--- src/rtl/spq_pkg.sv ---
package spq_pkg;

    // default configuration
    localparam int DEPTH_DEF     = 16;
    localparam int PRIO_BITS_DEF = 8;

    // payload field widths
    localparam int PRIO_FIELD_W = 8;
    localparam int TAG_W        = 32;
    localparam int OCC_W        = 5;

    // operation codes
    localparam logic OP_INSERT = 1'b0;
    localparam logic OP_POP    = 1'b1;

    // result status codes
    localparam logic [1:0] STS_OK    = 2'd0;
    localparam logic [1:0] STS_EMPTY = 2'd1;
    localparam logic [1:0] STS_FULL  = 2'd2;

    typedef struct packed {
        logic                    op;
        logic [PRIO_FIELD_W-1:0] priority_req;
        logic [TAG_W-1:0]        tag;
    } req_t;

    typedef struct packed {
        logic [1:0]              status;
        logic [PRIO_FIELD_W-1:0] out_priority;
        logic [TAG_W-1:0]        out_tag;
        logic [OCC_W-1:0]        occupancy;
    } rsp_t;

    // controller to datapath
    typedef struct packed {
        logic load;
        logic insert;
        logic pop;
        logic reject_empty;
        logic reject_full;
    } cmd_t;

    // datapath to controller
    typedef struct packed {
        logic empty;
        logic full;
    } stat_t;

endpackage

--- src/rtl/spq_ctrl.sv ---
module spq_ctrl (
    input  logic           clk,
    input  logic           rst_n,
    input  logic           req_valid,
    output logic           req_stall,
    input  logic           req_op,
    output logic           rsp_valid,
    input  logic           rsp_stall,
    input  spq_pkg::stat_t stat,
    output spq_pkg::cmd_t  cmd
);
    import spq_pkg::*;

    typedef enum logic [1:0] {
        ST_IDLE = 2'b01,
        ST_HOLD = 2'b10
    } state_t;

    state_t state_reg;
    state_t state_next;
    logic   accept;

    // a held result blocks a new request only while it is stalled
    assign req_stall = (state_reg == ST_HOLD) && rsp_stall;
    assign rsp_valid = (state_reg == ST_HOLD);
    assign accept    = req_valid && !req_stall;

    // command decode
    always_comb
    begin
        cmd.load         = accept;
        cmd.insert       = accept && (req_op == OP_INSERT) && !stat.full;
        cmd.pop          = accept && (req_op == OP_POP) && !stat.empty;
        cmd.reject_empty = accept && (req_op == OP_POP) && stat.empty;
        cmd.reject_full  = accept && (req_op == OP_INSERT) && stat.full;
    end

    // result register occupancy
    always_comb
    begin
        state_next = state_reg;
        unique case (state_reg)
            ST_IDLE:
            begin
                if (accept)
                begin
                    state_next = ST_HOLD;
                end
            end
            ST_HOLD:
            begin
                if (!accept && !rsp_stall)
                begin
                    state_next = ST_IDLE;
                end
            end
            default:
            begin
                state_next = ST_IDLE;
            end
        endcase
    end

    always_ff @(posedge clk or negedge rst_n)
    begin
        if (!rst_n)
        begin
            state_reg <= ST_IDLE;
        end
        else
        begin
            state_reg <= state_next;
        end
    end

endmodule

--- src/rtl/spq_datapath.sv ---
module spq_datapath #(
    parameter int DEPTH     = spq_pkg::DEPTH_DEF,
    parameter int PRIO_BITS = spq_pkg::PRIO_BITS_DEF
) (
    input  logic           clk,
    input  logic           rst_n,
    input  spq_pkg::req_t  req,
    input  spq_pkg::cmd_t  cmd,
    output spq_pkg::stat_t stat,
    output spq_pkg::rsp_t  rsp
);
    import spq_pkg::*;

    localparam int PB_W  = (PRIO_BITS < PRIO_FIELD_W) ? PRIO_BITS : PRIO_FIELD_W;
    localparam int CNT_W = $clog2(DEPTH + 1);

    // slot 0 holds the entry that pops next, priorities descend with index
    logic [PB_W-1:0]  prio_reg [DEPTH];
    logic [TAG_W-1:0] tag_reg  [DEPTH];
    logic [DEPTH-1:0] vld_reg;
    logic [CNT_W-1:0] cnt_reg;
    rsp_t             rsp_reg;

    logic [PB_W-1:0]  prio_next [DEPTH];
    logic [TAG_W-1:0] tag_next  [DEPTH];
    logic [DEPTH-1:0] vld_next;
    logic [CNT_W-1:0] cnt_next;
    rsp_t             rsp_next;

    logic [PB_W-1:0]  new_prio;
    logic [DEPTH-1:0] after;
    logic [DEPTH-1:0] after_prev;
    logic [PB_W-1:0]  dn_prio [DEPTH];
    logic [TAG_W-1:0] dn_tag  [DEPTH];
    logic [DEPTH-1:0] dn_vld;
    logic [PB_W-1:0]  up_prio [DEPTH];
    logic [TAG_W-1:0] up_tag  [DEPTH];
    logic [DEPTH-1:0] up_vld;

    assign new_prio   = req.priority_req[PB_W-1:0];
    assign stat.empty = !vld_reg[0];
    assign stat.full  = (cnt_reg == CNT_W'(DEPTH));
    assign rsp        = rsp_reg;

    // neighbor taps of each cell
    for (genvar i = 0; i < DEPTH; i++)
    begin : g_tap
        // new entry goes behind every held entry of strictly greater priority
        assign after[i] = vld_reg[i] && (prio_reg[i] > new_prio);
        if (i == 0)
        begin : g_first
            assign after_prev[i] = 1'b1;
            assign dn_prio[i]    = new_prio;
            assign dn_tag[i]     = req.tag;
            assign dn_vld[i]     = 1'b1;
        end
        else
        begin : g_rest
            assign after_prev[i] = after[i-1];
            assign dn_prio[i]    = prio_reg[i-1];
            assign dn_tag[i]     = tag_reg[i-1];
            assign dn_vld[i]     = vld_reg[i-1];
        end
        if (i == DEPTH - 1)
        begin : g_last
            assign up_prio[i] = '0;
            assign up_tag[i]  = '0;
            assign up_vld[i]  = 1'b0;
        end
        else
        begin : g_inner
            assign up_prio[i] = prio_reg[i+1];
            assign up_tag[i]  = tag_reg[i+1];
            assign up_vld[i]  = vld_reg[i+1];
        end
    end

    // per-cell next value: hold, take new entry, shift down or shift up
    always_comb
    begin
        for (int i = 0; i < DEPTH; i++)
        begin
            prio_next[i] = prio_reg[i];
            tag_next[i]  = tag_reg[i];
            vld_next[i]  = vld_reg[i];
            if (cmd.insert && !after[i])
            begin
                if (after_prev[i])
                begin
                    prio_next[i] = new_prio;
                    tag_next[i]  = req.tag;
                    vld_next[i]  = 1'b1;
                end
                else
                begin
                    prio_next[i] = dn_prio[i];
                    tag_next[i]  = dn_tag[i];
                    vld_next[i]  = dn_vld[i];
                end
            end
            else if (cmd.pop)
            begin
                prio_next[i] = up_prio[i];
                tag_next[i]  = up_tag[i];
                vld_next[i]  = up_vld[i];
            end
        end
    end

    // entry count
    always_comb
    begin
        cnt_next = cnt_reg;
        if (cmd.insert)
        begin
            cnt_next = cnt_reg + CNT_W'(1);
        end
        else if (cmd.pop)
        begin
            cnt_next = cnt_reg - CNT_W'(1);
        end
    end

    // result build
    always_comb
    begin
        rsp_next.status       = STS_OK;
        rsp_next.out_priority = '0;
        rsp_next.out_tag      = '0;
        rsp_next.occupancy    = OCC_W'(cnt_next);
        if (cmd.reject_empty)
        begin
            rsp_next.status = STS_EMPTY;
        end
        else if (cmd.reject_full)
        begin
            rsp_next.status = STS_FULL;
        end
        else if (cmd.pop)
        begin
            rsp_next.out_priority = PRIO_FIELD_W'(prio_reg[0]);
            rsp_next.out_tag      = tag_reg[0];
        end
    end

    always_ff @(posedge clk or negedge rst_n)
    begin
        if (!rst_n)
        begin
            vld_reg <= '0;
            cnt_reg <= '0;
        end
        else
        begin
            vld_reg <= vld_next;
            cnt_reg <= cnt_next;
        end
    end

    always_ff @(posedge clk)
    begin
        for (int i = 0; i < DEPTH; i++)
        begin
            prio_reg[i] <= prio_next[i];
            tag_reg[i]  <= tag_next[i];
        end
        if (cmd.load)
        begin
            rsp_reg <= rsp_next;
        end
    end

endmodule

--- src/rtl/sorted_priority_queue.sv ---
// Bounded priority queue held as a sorted row of DEPTH entry cells. Each request either
// inserts an entry (priority, tag) or pops the entry of greatest priority; among equal
// priorities the one inserted last pops first. Every request gives exactly one response
// with a status (ok, pop on empty, insert on full which is dropped), the popped entry or
// zeros, and the entry count after the request. A request's response is registered and
// appears in the cycle after the request is taken; a new request is taken every cycle
// unless the held response is stalled. All cells compare against the new priority in
// parallel and shift by one place, so the cells take one request per cycle unless stalled.
// Entries are empty right after reset; no clearing pass is needed.
module sorted_priority_queue #(
    parameter int DEPTH     = spq_pkg::DEPTH_DEF,
    parameter int PRIO_BITS = spq_pkg::PRIO_BITS_DEF
) (
    input  logic          clk,
    input  logic          rst_n,
    input  logic          req_valid,
    output logic          req_stall,
    input  spq_pkg::req_t req,
    output logic          rsp_valid,
    input  logic          rsp_stall,
    output spq_pkg::rsp_t rsp
);
    import spq_pkg::*;

    cmd_t  cmd;
    stat_t stat;

    spq_ctrl u_ctrl (
        .clk       (clk),
        .rst_n     (rst_n),
        .req_valid (req_valid),
        .req_stall (req_stall),
        .req_op    (req.op),
        .rsp_valid (rsp_valid),
        .rsp_stall (rsp_stall),
        .stat      (stat),
        .cmd       (cmd)
    );

    spq_datapath #(
        .DEPTH     (DEPTH),
        .PRIO_BITS (PRIO_BITS)
    ) u_datapath (
        .clk   (clk),
        .rst_n (rst_n),
        .req   (req),
        .cmd   (cmd),
        .stat  (stat),
        .rsp   (rsp)
    );

    // an accepted request always has its response on the next cycle
    assert property (@(posedge clk) disable iff (!rst_n)
        (req_valid && !req_stall) |=> rsp_valid)
    else $error("accepted request produced no response");

    // a dropped insert is reported only with the queue full
    assert property (@(posedge clk) disable iff (!rst_n)
        (rsp_valid && (rsp.status == STS_FULL)) |-> (rsp.occupancy == OCC_W'(DEPTH)))
    else $error("full status with queue not full");

    // a pop on empty leaves nothing and returns zeros
    assert property (@(posedge clk) disable iff (!rst_n)
        (rsp_valid && (rsp.status == STS_EMPTY)) |->
            ((rsp.occupancy == '0) && (rsp.out_tag == '0) && (rsp.out_priority == '0)))
    else $error("empty status with entries held or nonzero payload");

    // datapath never reports full and empty together
    assert property (@(posedge clk) disable iff (!rst_n)
        !(stat.full && stat.empty))
    else $error("queue flagged full and empty at once");

endmodule
--- config.mk ---
export PLATFORM = sky130hd
export DESIGN_NAME = sorted_priority_queue
export DESIGN_NICKNAME = d
export VERILOG_FILES = /design/src/rtl/spq_pkg.sv /design/src/rtl/spq_ctrl.sv /design/src/rtl/spq_datapath.sv /design/src/rtl/sorted_priority_queue.sv
export SDC_FILE = /design/constraint.sdc
export NUM_CORES = 2
export LEC_CHECK = 0
export BUFFER_PORTS_ARGS = -buffer_cell sky130_fd_sc_hd__buf_2
export CORE_MARGIN = 3
export CORE_UTILIZATION = 45
export DETAILED_ROUTE_END_ITERATION = 6
export GPL_TIMING_DRIVEN = 0
export REMOVE_ABC_BUFFERS = 1
export SYNTH_ARGS = -nofsm -noshare
export SYNTH_HDL_FRONTEND = slang
export SYNTH_SLANG_ARGS = --single-unit
--- constraint.sdc ---
create_clock -name clk -period 15.4 [get_ports clk]
set_clock_uncertainty 0.1 [all_clocks]
set_input_delay 2.31 -clock clk [delete_from_list [all_inputs] [get_ports clk]]
set_output_delay 2.31 -clock clk [all_outputs]
set_load 0.1 [all_outputs]
# After elaboration in Yosys (flattened, before gate mapping)
# Memories as Yosys holds them, arrays and structs flattened.
# Cells that the tools add are included.
classes:
  n_reduce_logical: 80
  n_eq_ne: 5
  n_addsub: 2
  muxes: 147
  bitwise: 2
  order_cmp: 16
op_table:
  columns: ["op", "n"]
  rows:
  - ["32-bit 2-to-1 mux", 47]
  - ["8-bit 2-to-1 mux", 47]
  - ["8-bit > comparator", 16]
  - ["1-bit 2-to-1 mux", 47]
  - ["1-bit logical AND", 41]
  - ["2-bit nonzero test", 16]
  - ["1-bit logical NOT", 21]
  - ["5-bit 2-to-1 mux", 2]
  - ["2-bit 2-to-1 mux", 3]
  - ["5-bit by 1-bit adder with 5-bit output (second input constant)", 1]
  - ["5-bit == test (second input constant)", 1]
  - ["5-bit by 1-bit subtractor with 5-bit output (second input constant)", 1]
  - ["2-bit by 1-bit inequality test with 1-bit output (second input constant)", 2]
  - ["2-bit case mux with 2 select lines", 1]
  - ["3-bit OR reduction", 1]
  - ["2-bit by 1-bit == test with 1-bit output (second input constant)", 1]
  - ["2-bit == test (second input constant)", 1]
  - ["1-bit inverter", 2]
  - ["2-bit AND reduction", 1]
totals:
  ramBits: 640
  inputBits: 45
  n_memories: 2
  regBits: 70
  wordCells: 276
  output_inout_bits: 49
memory_table:
  columns: ["memory", "words", "width", "rd", "rd_clocked_by_memory_dff", "write_ports", "line", "source"]
  rows:
  - ["u_datapath.tag_reg", 16, 32, 16, 0, 16, "spq_datapath.sv:19", "logic [TAG_W-1:0] tag_reg [DEPTH];"]
  - ["u_datapath.prio_reg", 16, 8, 16, 0, 16, "spq_datapath.sv:18", "logic [PB_W-1:0] prio_reg [DEPTH];"]

# Logic depth before layout (Yosys ltp)
depth:
  word_depth: 8
  ltp_mapped: 12
  ltp_nobuf: 8

# By module
# A second synthesis with hierarchy kept.
hier_totals:
  cells_unflattened: 3377
  hier_area_um2: 38685.9
modules_own_cells:
  columns: ["mod", "cells_per_inst", "instances", "area_per_inst_um2"]
  rows:
  - ["spq_datapath", 3361, 1, 38506.9]
  - ["spq_ctrl", 16, 1, 178.9]

# Least setup slack after synthesis
# No wires, ideal clock.
synth_path:
  kind: "input port to flip-flop"
  startpoint: "input port rsp_stall"
  endpoint: "register u_datapath.vld_reg[14]"
  required_time_ns: 15.110
  path_slack_ns: 7.916
  n_path_buf: 1
  path_stages: 6
  arrival_ns: 7.194
  path_cell_list: "and3b_1 -> nor2b_1 -> nand3_1 -> buf_1 -> nand2_1 -> o221ai_1"
synth_between:
  elab_chain_len: 7
  elab_cells_between_ends: 10
  classes_between: "1 x mux; 9 x reduce/logical"
synth_lines:
  columns: ["element", "line", "source"]
  rows:
  - ["start: declaration", "sorted_priority_queue.sv:20", "input logic rsp_stall,"]
  - ["1-bit logical AND (*)", "spq_ctrl.sv:24", "assign req_stall = (state_reg == ST_HOLD) && rsp_stall;"]
  - ["1-bit logical NOT (*)", "spq_ctrl.sv:26", "assign accept = req_valid && !req_stall;"]
  - ["1-bit logical AND (*)", "spq_ctrl.sv:26", null]
  - ["1-bit logical AND (2 in series)", "spq_ctrl.sv:32", "cmd.insert = accept && (req_op == OP_INSERT) && !stat.full;"]
  - ["1-bit logical AND", "spq_datapath.sv:86", "if (cmd.insert && !after[i])"]
  - ["1-bit 2-to-1 mux / 2-bit nonzero test (equally long branches)", null, null]
  - ["end signal: assignment", "spq_datapath.sv:155", "vld_reg <= vld_next;"]
  - ["end: declaration", "spq_datapath.sv:20", "logic [DEPTH-1:0] vld_reg;"]
# Mark *: on every way between the ends. The rest lies on a longest branch, timed or not.
# A chain may end at the register's enable or synchronous reset.

==> flow_summary_export.csv <==
group,metric,value,unit
die,die_w,296,um
timing,relSlewSlack,19.6,%
synthesis,synth-edff-count,687,
drt,vias,25096,
die,start_util,45.7,%
cells_and_area,fin_util,50.9,%
die,rows,105,
pwr,powerDensity,168,nW/um^2
setup_path,crit_fanout,40,
cells_and_area,largest_register_ffs,512,
timing,tns,0,ns
placement,port_buffers,93,
drt,drt_iter0_markers,1285,
setup_path,crit_slowest_cell,"or2_2",
timing,timing.final.crit_share,39.6,%
clocking,cts_resized,0,
clocking,cts_buffers,80,
synthesis,dominantRegCellSynth,"edfxtp_1",
synthesis,yosysUniqueCellTypes,50,
placement,place_hpwl,63.8,mm
drt,wirelength,88.9,mm
global_route,grt_pass1_wl,142,mm
setup_path,max_stage_delay,0.95,ns
clocking,cts_hold_buf,0,
timing,hold_viol,0,
drt,route.antenna.remaining_nets,0,
cells_and_area,area_growth,11.3,%
drt,drt_drc_violations_left,0,
die,coreArea,82800,sq um
synthesis,yosys_warnings,0,
synthesis,syn_inst,3251,
setup_path,cp_common_cell,"buf_12",
setup_path,critical_path_class,"primary input to flop",
pwr,power_leakage,18.4,nW
status,status,"finished, final reports clean",
global_route,track_usage,20.1,%
synthesis,yosysSeqAreaShare,56.0,%
clocking,cts_setup_buffers,0,
cells_and_area,fill_cells,7284,
die,die_area,87600,sq um
placement,dpl_cell_area,39700,sq um
setup_path,cp-start-kind,"primary input",
pwr,ir_worst_vdd,0.133,mV
timing,rsz0062_at_grt,"no",
clocking,clk_latency,0.62,ns
drt,post_drt_wl_per_cell,20.4,um
clocking,cts_sinks,710,
setup_path,crit_path_end_kind,"flop",
synthesis,syn-cell-area,37900,sq um
global_route,antenna_found_initial,4,
placement,dp.cells,4222,
clocking,h-tree-depth,3,
synthesis,async_flop_share,3.24,%
setup_path,critPathTopFamily,"buffers and inverters",
setup_path,required,15.52,ns
clocking,cts.reportedPaths.clkPinSlew,0.06,ns
setup_path,cp.buffers_inverters,4,
timing,drv_slew,0,
setup_path,arrival,6.22,ns
clocking,clockBufferDepth,3,
synthesis,syn_avg_cell_area,11.6,sq um
synthesis,synth-seq-cells,710,
timing,setup_viol,0,
global_route,grt_max_degree,49,
min_path,hold_class,"flop to flop",
global_route,grt_pass1_vias,26992,
cells_and_area,drive_gt1_share,9.38,%
timing,period_minus_slack,6.10,ns
placement,gp_congestion,0.808,
global_route,grt_overflow,0,
drt,viasPerCell,5.75,
die,ioPinCount,94,
drt,drt_pass1_iterations,5,
cells_and_area,stdcell_count,4367,
clocking,cts_root_buf,"clkbuf_16",
die,die_h,296,um
flow_run,maxCapViolations,0,
clocking,cts_tree,"built",
cells_and_area,stdcell_area,42100,sq um
timing,timing.fmax,164,MHz
setup_path,crit_chain,"buf_2 -> inv_1 -> ha_1 -> a211o_1 -> a21oi_1 -> nand3_1 -> a21oi_4 -> buf_12 -> buf_12 -> or2_2",
cells_and_area,fin_nets,3409,
timing,tightest_slew,1.21,ns
-- routing by layer --
| metal | track usage [%] | up-vias | wire length [um] |
|---|---|---|---|
| met4 | 5.40 | 4 | 2000 |
| met1 | 25.2 | 12639 | 38700 |
| met5 | 0 | - | 22 |
| li1 | - | 11959 | - |
| met3 | 2.91 | 145 | 2810 |
| met2 | 36.3 | 349 | 45300 |
-- worst reg2reg max path, cell delays in order, from the launching register on --
cell     delay (ns)
dfstp_2        0.54
and3b_1        0.26
nor3b_2        0.26
nand2_1        0.41
buf_16         0.33
a21oi_4        0.43
buf_12         0.27
buf_12         0.22
or2_2          0.98
-- cells in the mapped netlist, types with 2 or more instances --
master	instances	area [sq um]
nand4bb_1	7	78.8
nand2b_1	3	18.8
mux2_2	2	22.5
a211o_1	7	61.3
inv_1	35	131
a41oi_1	2	17.5
o21ai_0	79	395
o21a_1	8	60.1
and4_1	6	52.6
buf_2	160	801
clkbuf_1	60	225
clkbuf_2	3	15.0
xnor2_1	4	35.0
nand3_1	8	40.0
mux2i_1	608	6090
a22oi_1	7	52.6
o311a_1	6	60.1
a21oi_1	559	2800
a21oi_2	3	26.3
nand4_1	26	163
edfxtp_1	687	20600
dfrtp_1	22	551
nor2_1	573	2150
nor2b_1	18	113
and2_1	47	294
mux2_1	38	428
a211oi_1	10	75.1
nand2_1	67	251
ha_1	130	1630
buf_4	16	120
o211ai_1	9	67.6
buf_6	5	56.3
or2_2	14	87.6
a21oi_4	6	97.6
-- layout by cell type, fill, tap and decap left out, types with 6 or more instances in the layout --
cell,instances
and4_1,6
buf_12,43
nand2_1,52
edfxtp_1,687
o21ai_0,79
mux2_1,38
clkbuf_16,81
nand4_1,26
a21oi_1,554
nand2_2,13
a211o_1,7
nor2_1,573
clkbuf_1,17
a211oi_1,10
and2_1,46
nand4bb_1,7
mux2i_1,608
a21oi_4,14
nand3_1,8
buf_2,93
o21a_1,8
ha_1,130
o311a_1,6
dfrtp_1,22
nor2b_1,17
o211ai_1,9
clkinv_2,15
buf_16,7
or2_2,14
a22oi_1,7
inv_1,35
clkinv_1,16
-- layout make-up --
cell class / count / area [sq um] / share of cell area, %
Inverter: 35 / 131 / 0.312
Antenna cell: 2 / 5.00 / 0.0119
Clock buffer: 100 / 2120 / 5.03
Tap cell: 1070 / 1340 / 3.18
Timing Repair Buffer: 146 / 1560 / 3.70
Sequential cell: 710 / 21200 / 50.3
Multi-Input combinational cell: 2261 / 15400 / 36.7
Clock inverter: 43 / 320 / 0.760
-- path summary, 6_finish.rpt --
| path | cells after the start | to | start | slack (ns) |
|---|---|---|---|---|
| worst max-delay path | 10 | u_datapath.tag_reg[1][146]$_DFFE_PP_ | req[37] | 9.30 |
| worst min-delay path | 1 | u_datapath.cnt_reg[4]$_DFF_PN0_ | u_datapath.cnt_reg[4]$_DFF_PN0_ | 0.42 |
| worst max register to register | 8 | u_datapath.tag_reg[1][146]$_DFFE_PP_ | u_ctrl.state_reg[0]$_DFFE_PN1P_ | 11.19 |
| worst min register to register | 1 | u_datapath.cnt_reg[4]$_DFF_PN0_ | u_datapath.cnt_reg[4]$_DFF_PN0_ | 0.42 |
| max in group asynchronous | 1 | u_ctrl.state_reg[1]$_DFFE_PN0P_ | rst_n | 13.14 |
| min in group asynchronous | 1 | u_datapath.vld_reg[14]$_DFFE_PN0P_ | rst_n | 1.61 |
-- metrics by stage --
stage	hold WS (ns)	power [mW]	setup slack [ns]
4_1_cts	0.412	7.15	9.29
6_report	0.416	7.08	9.30
3_3_place_gp	0.393	5.20	2.13
5_1_grt	0.436	7.49	8.93
3_5_place_dp	0.397	5.32	8.64
2_1_floorplan	0.362	4.64	7.08
-- power by group --
part | switching (mW) | total (mW) | internal (mW)
combinational | 1.31 | 2.10 | 0.786
clock | 0.768 | 1.81 | 1.04
sequential | 0.306 | 3.17 | 2.87
-- cells by family (layout without fill, tap and decap cells) --
logic type      count (synthesis)  in the layout  synth area share [%]
xor+xnor                        4              4                0.0925
fa+ha+maj                     130            130                  4.30
simple gates                  777            777                  8.77
compound gates                702            702                  9.97
other cells                     0              2                     0
flops                         710            710                  56.0
buf+inv                       280            324                  3.57
mux                           648            648                  17.3
(Power assumes the default switching activity.)
